==> src/sv/atds_pkg.sv <==
// shared widths, command and status codes for the alarm table due scan block
`timescale 1ns / 1ps

package atds_pkg;

  // field widths
  localparam int OPCODE_W = 3;
  localparam int TIME_W   = 32;
  localparam int ENTRY_W  = 5;
  localparam int ID_W     = 16;
  localparam int STATUS_W = 2;
  localparam int ACTIVE_W = 5;

  // packed beat widths, padded to whole bytes
  localparam int IN_W  = 72;
  localparam int OUT_W = 32;

  // default table size
  localparam int TABLE_DEPTH_DEF = 16;

  // command codes
  localparam logic [OPCODE_W-1:0] OP_CHECK   = 3'd0;
  localparam logic [OPCODE_W-1:0] OP_ADD     = 3'd1;
  localparam logic [OPCODE_W-1:0] OP_DELETE  = 3'd2;
  localparam logic [OPCODE_W-1:0] OP_CLEAR   = 3'd3;
  localparam logic [OPCODE_W-1:0] OP_CONSUME = 3'd4;

  // result status codes
  localparam logic [STATUS_W-1:0] ST_OK        = 2'd0;
  localparam logic [STATUS_W-1:0] ST_NOT_READY = 2'd1;
  localparam logic [STATUS_W-1:0] ST_FULL      = 2'd2;
  localparam logic [STATUS_W-1:0] ST_MISSING   = 2'd3;

  // configuration register indexes
  localparam int CFG_IDX_W = 1;
  localparam logic [CFG_IDX_W-1:0] CFG_CLOCK_VALID = 1'b0;
  localparam logic [CFG_IDX_W-1:0] CFG_STORE_READY = 1'b1;

endpackage

==> src/sv/atds_mem.sv <==
// alarm time and id storage, one write port and one registered read port
`timescale 1ns / 1ps

module atds_mem
  import atds_pkg::*;
#(
  parameter int DEPTH = TABLE_DEPTH_DEF,
  parameter int AW    = 4
) (
  input  logic              clk_i,
  input  logic              we_i,
  input  logic [AW-1:0]     waddr_i,
  input  logic [TIME_W-1:0] wtime_i,
  input  logic [ID_W-1:0]   wid_i,
  input  logic [AW-1:0]     raddr_i,
  output logic [TIME_W-1:0] rtime_o,
  output logic [ID_W-1:0]   rid_o
);

  logic [TIME_W-1:0] tm_mem [DEPTH];
  logic [ID_W-1:0]   id_mem [DEPTH];

  // write port
  always_ff @(posedge clk_i) begin
    if (we_i) begin
      tm_mem[waddr_i] <= wtime_i;
      id_mem[waddr_i] <= wid_i;
    end
  end

  // registered read port
  always_ff @(posedge clk_i) begin
    rtime_o <= tm_mem[raddr_i];
    rid_o   <= id_mem[raddr_i];
  end

endmodule

==> src/sv/alarm_table_due_scan_core.sv <==
// alarm table due scan: command sequencer over a shared table memory port
`timescale 1ns / 1ps
// clear, consume, rejected commands and check while pending go straight to the result beat
// check: scans table entries, stops when an alarm fires; add: compacts entries, then
// appends; delete: searches entries, then shifts the tail down
// a stalled result beat holds the next command
// one command at a time; the single read and write port of the table sets the pace
// rst_ni clears the entry count, done marks, pending alarm and config; next id is 1
// table contents are not cleared, entries above the count are never read

module alarm_table_due_scan_core
  import atds_pkg::*;
#(
  parameter int TABLE_DEPTH = TABLE_DEPTH_DEF
) (
  input  logic                 clk_i,
  input  logic                 rst_ni,
  // opcode, now_time, alarm_time, entry_number (from bit 0 up)
  input  logic [IN_W-1:0]      s_axis_tdata,
  input  logic                 s_axis_tvalid,
  output logic                 s_axis_tready,
  // status, fired, alarm_id, active_count, pending_flag (from bit 0 up)
  output logic [OUT_W-1:0]     m_axis_tdata,
  output logic                 m_axis_tvalid,
  input  logic                 m_axis_tready,
  input  logic                 cfg_we_i,
  input  logic [CFG_IDX_W-1:0] cfg_idx_i,
  input  logic                 cfg_data_i
);

  localparam int AW = (TABLE_DEPTH > 1) ? $clog2(TABLE_DEPTH) : 1;
  localparam int CW = $clog2(TABLE_DEPTH + 1);
  localparam int NW = (CW > ENTRY_W) ? CW : ENTRY_W;
  localparam logic [CW-1:0] DEPTH_C = CW'(TABLE_DEPTH);

  typedef enum logic [3:0] {
    S_IDLE, S_CHK_RD, S_CHK_CMP, S_SQZ_RD, S_SQZ_WR, S_ADD_APP,
    S_DEL_FIND, S_DEL_RD, S_DEL_WR, S_DONE
  } state_e;

  state_e                  state_q;
  logic                    clock_valid_q, store_ready_q;
  logic [TIME_W-1:0]       now_q, when_q;
  logic [ENTRY_W-1:0]      num_q;
  logic [CW-1:0]           count_q, active_q, ptr_q, wptr_q, seen_q;
  logic [ID_W-1:0]         next_id_q, pend_id_q, res_id_q;
  logic                    pend_v_q, res_fired_q;
  logic [STATUS_W-1:0]     res_status_q;
  logic [TABLE_DEPTH-1:0]  done_q;
  logic                    m_valid_q;
  logic [OUT_W-1:0]        m_data_q;

  // input field split
  logic [OPCODE_W-1:0] in_op;
  logic [TIME_W-1:0]   in_now, in_when;
  logic [ENTRY_W-1:0]  in_num;
  assign in_op   = s_axis_tdata[OPCODE_W-1:0];
  assign in_now  = s_axis_tdata[OPCODE_W +: TIME_W];
  assign in_when = s_axis_tdata[OPCODE_W+TIME_W +: TIME_W];
  assign in_num  = s_axis_tdata[OPCODE_W+2*TIME_W +: ENTRY_W];

  // table memory
  logic              mem_we;
  logic [AW-1:0]     mem_waddr;
  logic [TIME_W-1:0] mem_wtime, rd_time;
  logic [ID_W-1:0]   mem_wid, rd_id;

  atds_mem #(
    .DEPTH (TABLE_DEPTH),
    .AW    (AW)
  ) u_mem (
    .clk_i   (clk_i),
    .we_i    (mem_we),
    .waddr_i (mem_waddr),
    .wtime_i (mem_wtime),
    .wid_i   (mem_wid),
    .raddr_i (ptr_q[AW-1:0]),
    .rtime_o (rd_time),
    .rid_o   (rd_id)
  );

  // shared helpers
  logic          ptr_done, src_live, due, out_free, seen_hit;
  logic [CW-1:0] ptr_inc, wptr_inc, seen_inc;
  assign ptr_done = done_q[ptr_q[AW-1:0]];
  assign src_live = (ptr_q < count_q);
  assign due      = (rd_time <= now_q);
  assign ptr_inc  = ptr_q + 1'b1;
  assign wptr_inc = wptr_q + 1'b1;
  assign seen_inc = seen_q + 1'b1;
  assign seen_hit = (NW'(seen_inc) == NW'(num_q));
  assign out_free = !m_valid_q || m_axis_tready;

  // memory write decode
  always_comb begin
    mem_we    = 1'b0;
    mem_waddr = wptr_q[AW-1:0];
    mem_wtime = rd_time;
    mem_wid   = rd_id;
    unique case (state_q)
      S_SQZ_WR:  mem_we = !ptr_done;
      S_DEL_WR:  mem_we = 1'b1;
      S_ADD_APP: begin
        mem_we    = (wptr_q < DEPTH_C);
        mem_wtime = when_q;
        mem_wid   = next_id_q;
      end
      default: mem_we = 1'b0;
    endcase
  end

  // sequencer, table state and result registers
  always_ff @(posedge clk_i or negedge rst_ni) begin
    if (!rst_ni) begin
      state_q       <= S_IDLE;
      clock_valid_q <= 1'b0;
      store_ready_q <= 1'b0;
      count_q       <= '0;
      active_q      <= '0;
      ptr_q         <= '0;
      wptr_q        <= '0;
      seen_q        <= '0;
      next_id_q     <= ID_W'(1);
      pend_v_q      <= 1'b0;
      pend_id_q     <= '0;
      done_q        <= '0;
      res_status_q  <= ST_OK;
      res_fired_q   <= 1'b0;
      res_id_q      <= '0;
      m_valid_q     <= 1'b0;
      m_data_q      <= '0;
      now_q         <= '0;
      when_q        <= '0;
      num_q         <= '0;
    end else begin
      // configuration writes
      if (cfg_we_i) begin
        unique case (cfg_idx_i)
          CFG_CLOCK_VALID: clock_valid_q <= cfg_data_i;
          CFG_STORE_READY: store_ready_q <= cfg_data_i;
          default: ;
        endcase
      end

      // result beat taken, unless the completion state loads the next one
      if (m_valid_q && m_axis_tready && state_q != S_DONE) begin
        m_valid_q <= 1'b0;
      end

      unique case (state_q)
        S_IDLE: begin
          if (s_axis_tvalid) begin
            now_q        <= in_now;
            when_q       <= in_when;
            num_q        <= in_num;
            res_status_q <= ST_OK;
            res_fired_q  <= 1'b0;
            res_id_q     <= '0;
            ptr_q        <= '0;
            wptr_q       <= '0;
            seen_q       <= '0;
            state_q      <= S_DONE;
            unique case (in_op)
              OP_CHECK: begin
                if (!clock_valid_q) begin
                  res_status_q <= ST_NOT_READY;
                end else if (!pend_v_q) begin
                  state_q <= S_CHK_RD;
                end
              end
              OP_ADD: begin
                if (!store_ready_q || !clock_valid_q) begin
                  res_status_q <= ST_NOT_READY;
                end else begin
                  state_q <= S_SQZ_RD;
                end
              end
              OP_DELETE: begin
                if (in_num == '0 || NW'(in_num) > NW'(active_q)) begin
                  res_status_q <= ST_MISSING;
                end else begin
                  state_q <= S_DEL_FIND;
                end
              end
              OP_CLEAR: begin
                count_q   <= '0;
                active_q  <= '0;
                pend_v_q  <= 1'b0;
                pend_id_q <= '0;
              end
              OP_CONSUME: begin
                if (pend_v_q) begin
                  res_id_q  <= pend_id_q;
                  pend_v_q  <= 1'b0;
                  pend_id_q <= '0;
                end else begin
                  res_status_q <= ST_MISSING;
                end
              end
              default: ;
            endcase
          end
        end

        // due scan: read an entry, then compare it
        S_CHK_RD: begin
          state_q <= src_live ? S_CHK_CMP : S_DONE;
        end
        S_CHK_CMP: begin
          if (!ptr_done && due) begin
            done_q[ptr_q[AW-1:0]] <= 1'b1;
            pend_v_q    <= 1'b1;
            pend_id_q   <= rd_id;
            res_fired_q <= 1'b1;
            res_id_q    <= rd_id;
            active_q    <= active_q - 1'b1;
            state_q     <= S_DONE;
          end else begin
            ptr_q   <= ptr_inc;
            state_q <= S_CHK_RD;
          end
        end

        // compaction: copy live entries down to the write pointer
        S_SQZ_RD: begin
          state_q <= src_live ? S_SQZ_WR : S_ADD_APP;
        end
        S_SQZ_WR: begin
          if (!ptr_done) begin
            done_q[wptr_q[AW-1:0]] <= 1'b0;
            wptr_q <= wptr_inc;
          end
          ptr_q   <= ptr_inc;
          state_q <= S_SQZ_RD;
        end
        S_ADD_APP: begin
          if (wptr_q < DEPTH_C) begin
            done_q[wptr_q[AW-1:0]] <= 1'b0;
            count_q   <= wptr_inc;
            active_q  <= wptr_inc;
            res_id_q  <= next_id_q;
            next_id_q <= next_id_q + 1'b1;
          end else begin
            count_q      <= wptr_q;
            active_q     <= wptr_q;
            res_status_q <= ST_FULL;
          end
          state_q <= S_DONE;
        end

        // delete: find the k-th live entry, then shift the tail down
        S_DEL_FIND: begin
          ptr_q <= ptr_inc;
          if (!ptr_done) begin
            seen_q <= seen_inc;
            if (seen_hit) begin
              wptr_q  <= ptr_q;
              state_q <= S_DEL_RD;
            end
          end
        end
        S_DEL_RD: begin
          if (src_live) begin
            state_q <= S_DEL_WR;
          end else begin
            count_q  <= count_q - 1'b1;
            active_q <= active_q - 1'b1;
            state_q  <= S_DONE;
          end
        end
        S_DEL_WR: begin
          done_q[wptr_q[AW-1:0]] <= ptr_done;
          wptr_q  <= wptr_inc;
          ptr_q   <= ptr_inc;
          state_q <= S_DEL_RD;
        end

        // result beat into the output register
        S_DONE: begin
          if (out_free) begin
            m_valid_q <= 1'b1;
            m_data_q  <= {(OUT_W - STATUS_W - 1 - ID_W - ACTIVE_W - 1)'(0), pend_v_q,
                          ACTIVE_W'(active_q), res_id_q, res_fired_q, res_status_q};
            state_q   <= S_IDLE;
          end
        end

        default: state_q <= S_IDLE;
      endcase
    end
  end

  assign s_axis_tready = (state_q == S_IDLE);
  assign m_axis_tvalid = m_valid_q;
  assign m_axis_tdata  = m_data_q;

  // live entries never outnumber stored entries
  a_active_le_count: assert property (@(posedge clk_i) disable iff (!rst_ni)
    active_q <= count_q)
    else $error("active count above entry count");

  // entry count stays within the table
  a_count_in_range: assert property (@(posedge clk_i) disable iff (!rst_ni)
    count_q <= DEPTH_C)
    else $error("entry count beyond table depth");

  // a fired result always reports a pending alarm
  a_fired_pending: assert property (@(posedge clk_i) disable iff (!rst_ni)
    m_valid_q && m_data_q[STATUS_W] |-> m_data_q[STATUS_W+1+ID_W+ACTIVE_W])
    else $error("fired without pending alarm");

  // a new result beat only comes out of the completion state
  a_beat_from_done: assert property (@(posedge clk_i) disable iff (!rst_ni)
    $rose(m_valid_q) |-> $past(state_q == S_DONE))
    else $error("result beat raised outside completion");

endmodule
==> config.mk <==
export PLATFORM = sky130hd
export DESIGN_NAME = alarm_table_due_scan_core
export DESIGN_NICKNAME = d
export VERILOG_FILES = /design/src/sv/atds_pkg.sv /design/src/sv/atds_mem.sv /design/src/sv/alarm_table_due_scan_core.sv
export SDC_FILE = /design/constraint.sdc
export NUM_CORES = 1
export LEC_CHECK = 0
export BUFFER_PORTS_ARGS = -buffer_cell sky130_fd_sc_hd__buf_2
export CORE_ASPECT_RATIO = 0.8
export CORE_MARGIN = 10
export CORE_UTILIZATION = 25
export DETAILED_ROUTE_END_ITERATION = 10
export HOLD_SLACK_MARGIN = 0.08
export SYNTH_ARGS = -nofsm -noshare
export SYNTH_HDL_FRONTEND = slang
export SYNTH_HIERARCHICAL = 1
export SYNTH_SLANG_ARGS = --single-unit
==> constraint.sdc <==
create_clock -name clk_i -period 8.2 [get_ports clk_i]
set_clock_uncertainty 0.05 [all_clocks]
set_input_delay 2.46 -clock clk_i [delete_from_list [all_inputs] [get_ports clk_i]]
set_output_delay 2.46 -clock clk_i [all_outputs]
set_load 0.05 [all_outputs]
==> summary.txt <==
Final layout
  • Finished Cell Area: 47270 um^2
  • Register area: 28890 um^2
  • Nets: 2764
  • Util after Layout: 29.21%
  • Multi-input gate area: 11120 um^2
  • Area added between synthesis and finish: 16.21%
  • Fraction of layout cells with a size suffix above 1: 21.09%
  • # fillers: 15948

Hold path
  • Worst Hold Class: reg2reg

Power and ir drop
  • Power per cell area: 350.1 nW/um^2
  • Max VDD drop: 0.1704 mV
  • P_leak: 0.01616 uW

Timing
  • Crit share post-route: 64.13%
  • Setup TNS: 0 ns
  • Post-layout min period: 5.259 ns
  • # setup viols final: 0
  • Max-slew violation count: 0
  • Slew @ Worst Pin: 1.167 ns
  • Slew Limit Headroom: 21.76%
  • RSZ-0062 raised after global routing: false
  • Max Clk Rate: 190.2 MHz
  • Final Hold Fails: 0

Global routing
  • Largest net degree at the start of global routing: 151
  • Total GRT Usage: 10.79%
  • Initial antenna violation count: 4
  • First-pass GRT wire length: 149800 um
  • Gr ovfl total: 0
  • Vias in the first global route: 22587

Clocking
  • # Post-CTS Setup Buffers: 0
  • Worst-Skew Late Latency: 0.69 ns
  • Clock sink total: 1010
  • H-tree depth: 3
  • Cts repair resizes: 0
  • Hold_buf cts: 0
  • Clk buf depth: 3
  • TritonCTS buffer count: 98
  • Root buffer cell: clkbuf_16
  • Clock Pin Slew Worst Setup and Hold Paths: 0.07 ns
  • CTS tree: yes

Die
  • Die area: 179300 um^2
  • Core area: 161900 um^2
  • Initial Util: 25.13%
  • Die height: 380.8 um
  • Die W: 471.0 um
  • # IOs: 113
  • Row cnt: 132

Route
  • Iter 0 DRT Violations: 2092
  • TritonRoute pass-1 iters: 6
  • Via/cell ratio: 4.585
  • Antenna violation net count after detailed routing: 0
  • Final WL: 99540 um
  • Vias: 22302
  • Residual DRC: 0
  • WL per Instance: 20.47 um

Synth
  • YS warnings: 6
  • Primary FF master, synth: edfxtp_1
  • Cell Area, Synth: 40680 um^2
  • Post-synthesis cell type count: 64
  • Number of synthesized register bits: 1010
  • Ys async rst share: 19.21%
  • Sequential fraction of the synthesis area: 71.00%
  • Number of synthesized flops with an enable pin: 768
  • Synthesized area per cell: 16.19 um^2
  • Cells after synthesis: 2512

Setup path
  • CP max stage delay: 1.08 ns
  • Cell mode on critical path: mux4_2
  • Worst Path Required: 8.46 ns
  • Worst Setup Start Kind: register
  • Critical path peak fanout: 49
  • Crit-path cells: mux4_2 -> mux4_2 -> nor4_1 -> nor3_1 -> inv_1 -> nand3b_1 -> nor2_4 -> buf_4
  • Buf+Inv Stages, Crit Path: 2
  • Slowest CP cell: dfrtp_4
  • Setup Crit Path Kind: reg2reg
  • Critical path data arrival time: 5.52 ns
  • Crit path max-delay family: simple AND/OR/NAND/NOR gates
  • Critical Path End Type: register

Placement
  • Port bufs: 105
  • GP Congestion: 0.7531
  • Post-DP HPWL: 60470 um
  • DP Area: 43810 um^2

Flow run
  • Max Cap Viol: 0

Status
  • Status: complete, no violations
==> metrics by stage <==
stage	hold WS (ns)	cells	setup WS (ns)	total power [uW]
2_1_floorplan	0.3955	2518	1.885	10430
3_3_place_gp	0.4078	4675	2.914	11880
3_5_place_dp	0.4129	4675	2.845	11980
4_1_cts	0.4327	4861	2.850	16770
5_1_grt	0.4475	4862	2.565	17450
6_report	0.4275	4864	2.941	16550
==> power by group <==
| group | internal [uW] | leakage, uW | switching (uW) |
|---|---|---|---|
| Combinational | 1530 | 0.00465 | 2850 |
| Clock | 2810 | 0.00168 | 1960 |
| Sequential | 6890 | 0.00983 | 518 |
| Total | 11200 | 0.0162 | 5320 |
==> final timing paths <==
kind	from	endpoint	slack [ns]	depth (start not counted)
max	ptr_q[0]$_DFFE_PN0P_	u_mem/tm_mem[11][28]$_DFFE_PP_	2.94	8
min	when_q[15]$_DFFE_PN0P_	when_q[15]$_DFFE_PN0P_	0.43	2
max reg2reg	ptr_q[0]$_DFFE_PN0P_	u_mem/tm_mem[11][28]$_DFFE_PP_	2.94	8
min reg2reg	when_q[15]$_DFFE_PN0P_	when_q[15]$_DFFE_PN0P_	0.43	2
max in group asynchronous	rst_ni	now_q[4]$_DFFE_PN0P_	5.23	2
min in group asynchronous	rst_ni	when_q[28]$_DFFE_PN0P_	1.62	1
==> Yosys cell counts (24+ instances only) <==
master      n  share of area [%]
buf_4      27               0.50
clkbuf_1   77               0.71
mux2_2     30               0.83
mux4_2    197                 11
o21ai_0    85                1.0
nand3_1    41               0.50
dfrtp_1   193                 12
a22oi_1   100                1.8
nor2_1     59               0.54
inv_1      58               0.54
edfxtp_1  768                 57
ha_1       54                1.7
nand2_1   390                3.6
buf_1      24               0.22
dfxtp_1    48                2.4
a21oi_1    74               0.91
==> flip-flops by register name (all words and copies together), names as in the netlist, 4 cells and up <==
name and cells:
num_q 5, u_mem/rid_o 16, wptr_q 5, m_axis_tdata 25
u_mem/tm_mem 512, res_id_q 16, ptr_q 5, state_q 4
next_id_q 16, count_q 5, pend_id_q 16, u_mem/rtime_o 32
u_mem/id_mem 256, when_q 32, seen_q 5, now_q 32
done_q 16, active_q 5
==> cells in the final DEF (no fill, tap or decap), types with 6 or more instances in the layout <==
| master | count |
|---|---|
| clkinv_1 | 6 |
| inv_1 | 58 |
| buf_2 | 104 |
| clkbuf_16 | 101 |
| and4_1 | 12 |
| and3_1 | 8 |
| conb_1 | 7 |
| nand2b_1 | 17 |
| dfrtp_1 | 191 |
| o211ai_1 | 9 |
| ha_1 | 54 |
| edfxtp_1 | 768 |
| a211oi_1 | 14 |
| clkbuf_8 | 16 |
| clkbuf_1 | 27 |
| o21ai_0 | 85 |
| nor2_4 | 14 |
| nand3_1 | 41 |
| mux4_2 | 197 |
| nor2_1 | 45 |
| a221oi_1 | 16 |
| xor2_1 | 10 |
| mux2_2 | 30 |
| or3_1 | 7 |
| a22oi_1 | 100 |
| mux2_1 | 10 |
| a21oi_1 | 73 |
| xnor2_1 | 15 |
| clkinv_2 | 12 |
| buf_4 | 47 |
| a31oi_1 | 21 |
| dfxtp_1 | 48 |
| nor3_2 | 6 |
| and2_1 | 18 |
| nand2_1 | 388 |
| nor2b_1 | 8 |
| nor3_1 | 16 |
| bufinv_16 | 12 |
| nand4_1 | 17 |
==> cells by family after synthesis <==
logic type      share of synthesized area (%)
flops                                   71.00
simple gates                            6.694
compound gates                          5.881
mux                                     12.09
buf+inv                                 2.129
fa+ha+maj                               1.661
xor+xnor                               0.5383
other cells                          0.009219
==> per-layer routing <==
| metal | routed length (um) | GRT usage [%] | vias to the layer above |
|---|---|---|---|
| met5 | 9 | 0 | - |
| met4 | 1907 | 2.412 | 2 |
| met3 | 5856 | 2.309 | 123 |
| met2 | 47010 | 17.34 | 625 |
| met1 | 44760 | 14.94 | 11607 |
| li1 | - | - | 9945 |
==> worst min-delay path, stage by stage (launching register included) <==
cell and delay [ns]:
dfrtp_1 0.34, nand2_1 0.05, nand2_1 0.05
==> final cells by class <==
class                           instances  area share (%)
Antenna cell                            3         0.01588
Clock buffer                          144           6.027
Clock inverter                         42           1.276
Inverter                               58          0.4606
Multi-Input combinational cell       1310           23.52
Sequential cell                      1010           61.11
Tap cell                             2144           5.675
Timing Repair Buffer                  153           1.922
No activity file was read; power rests on OpenSTA's default activity.
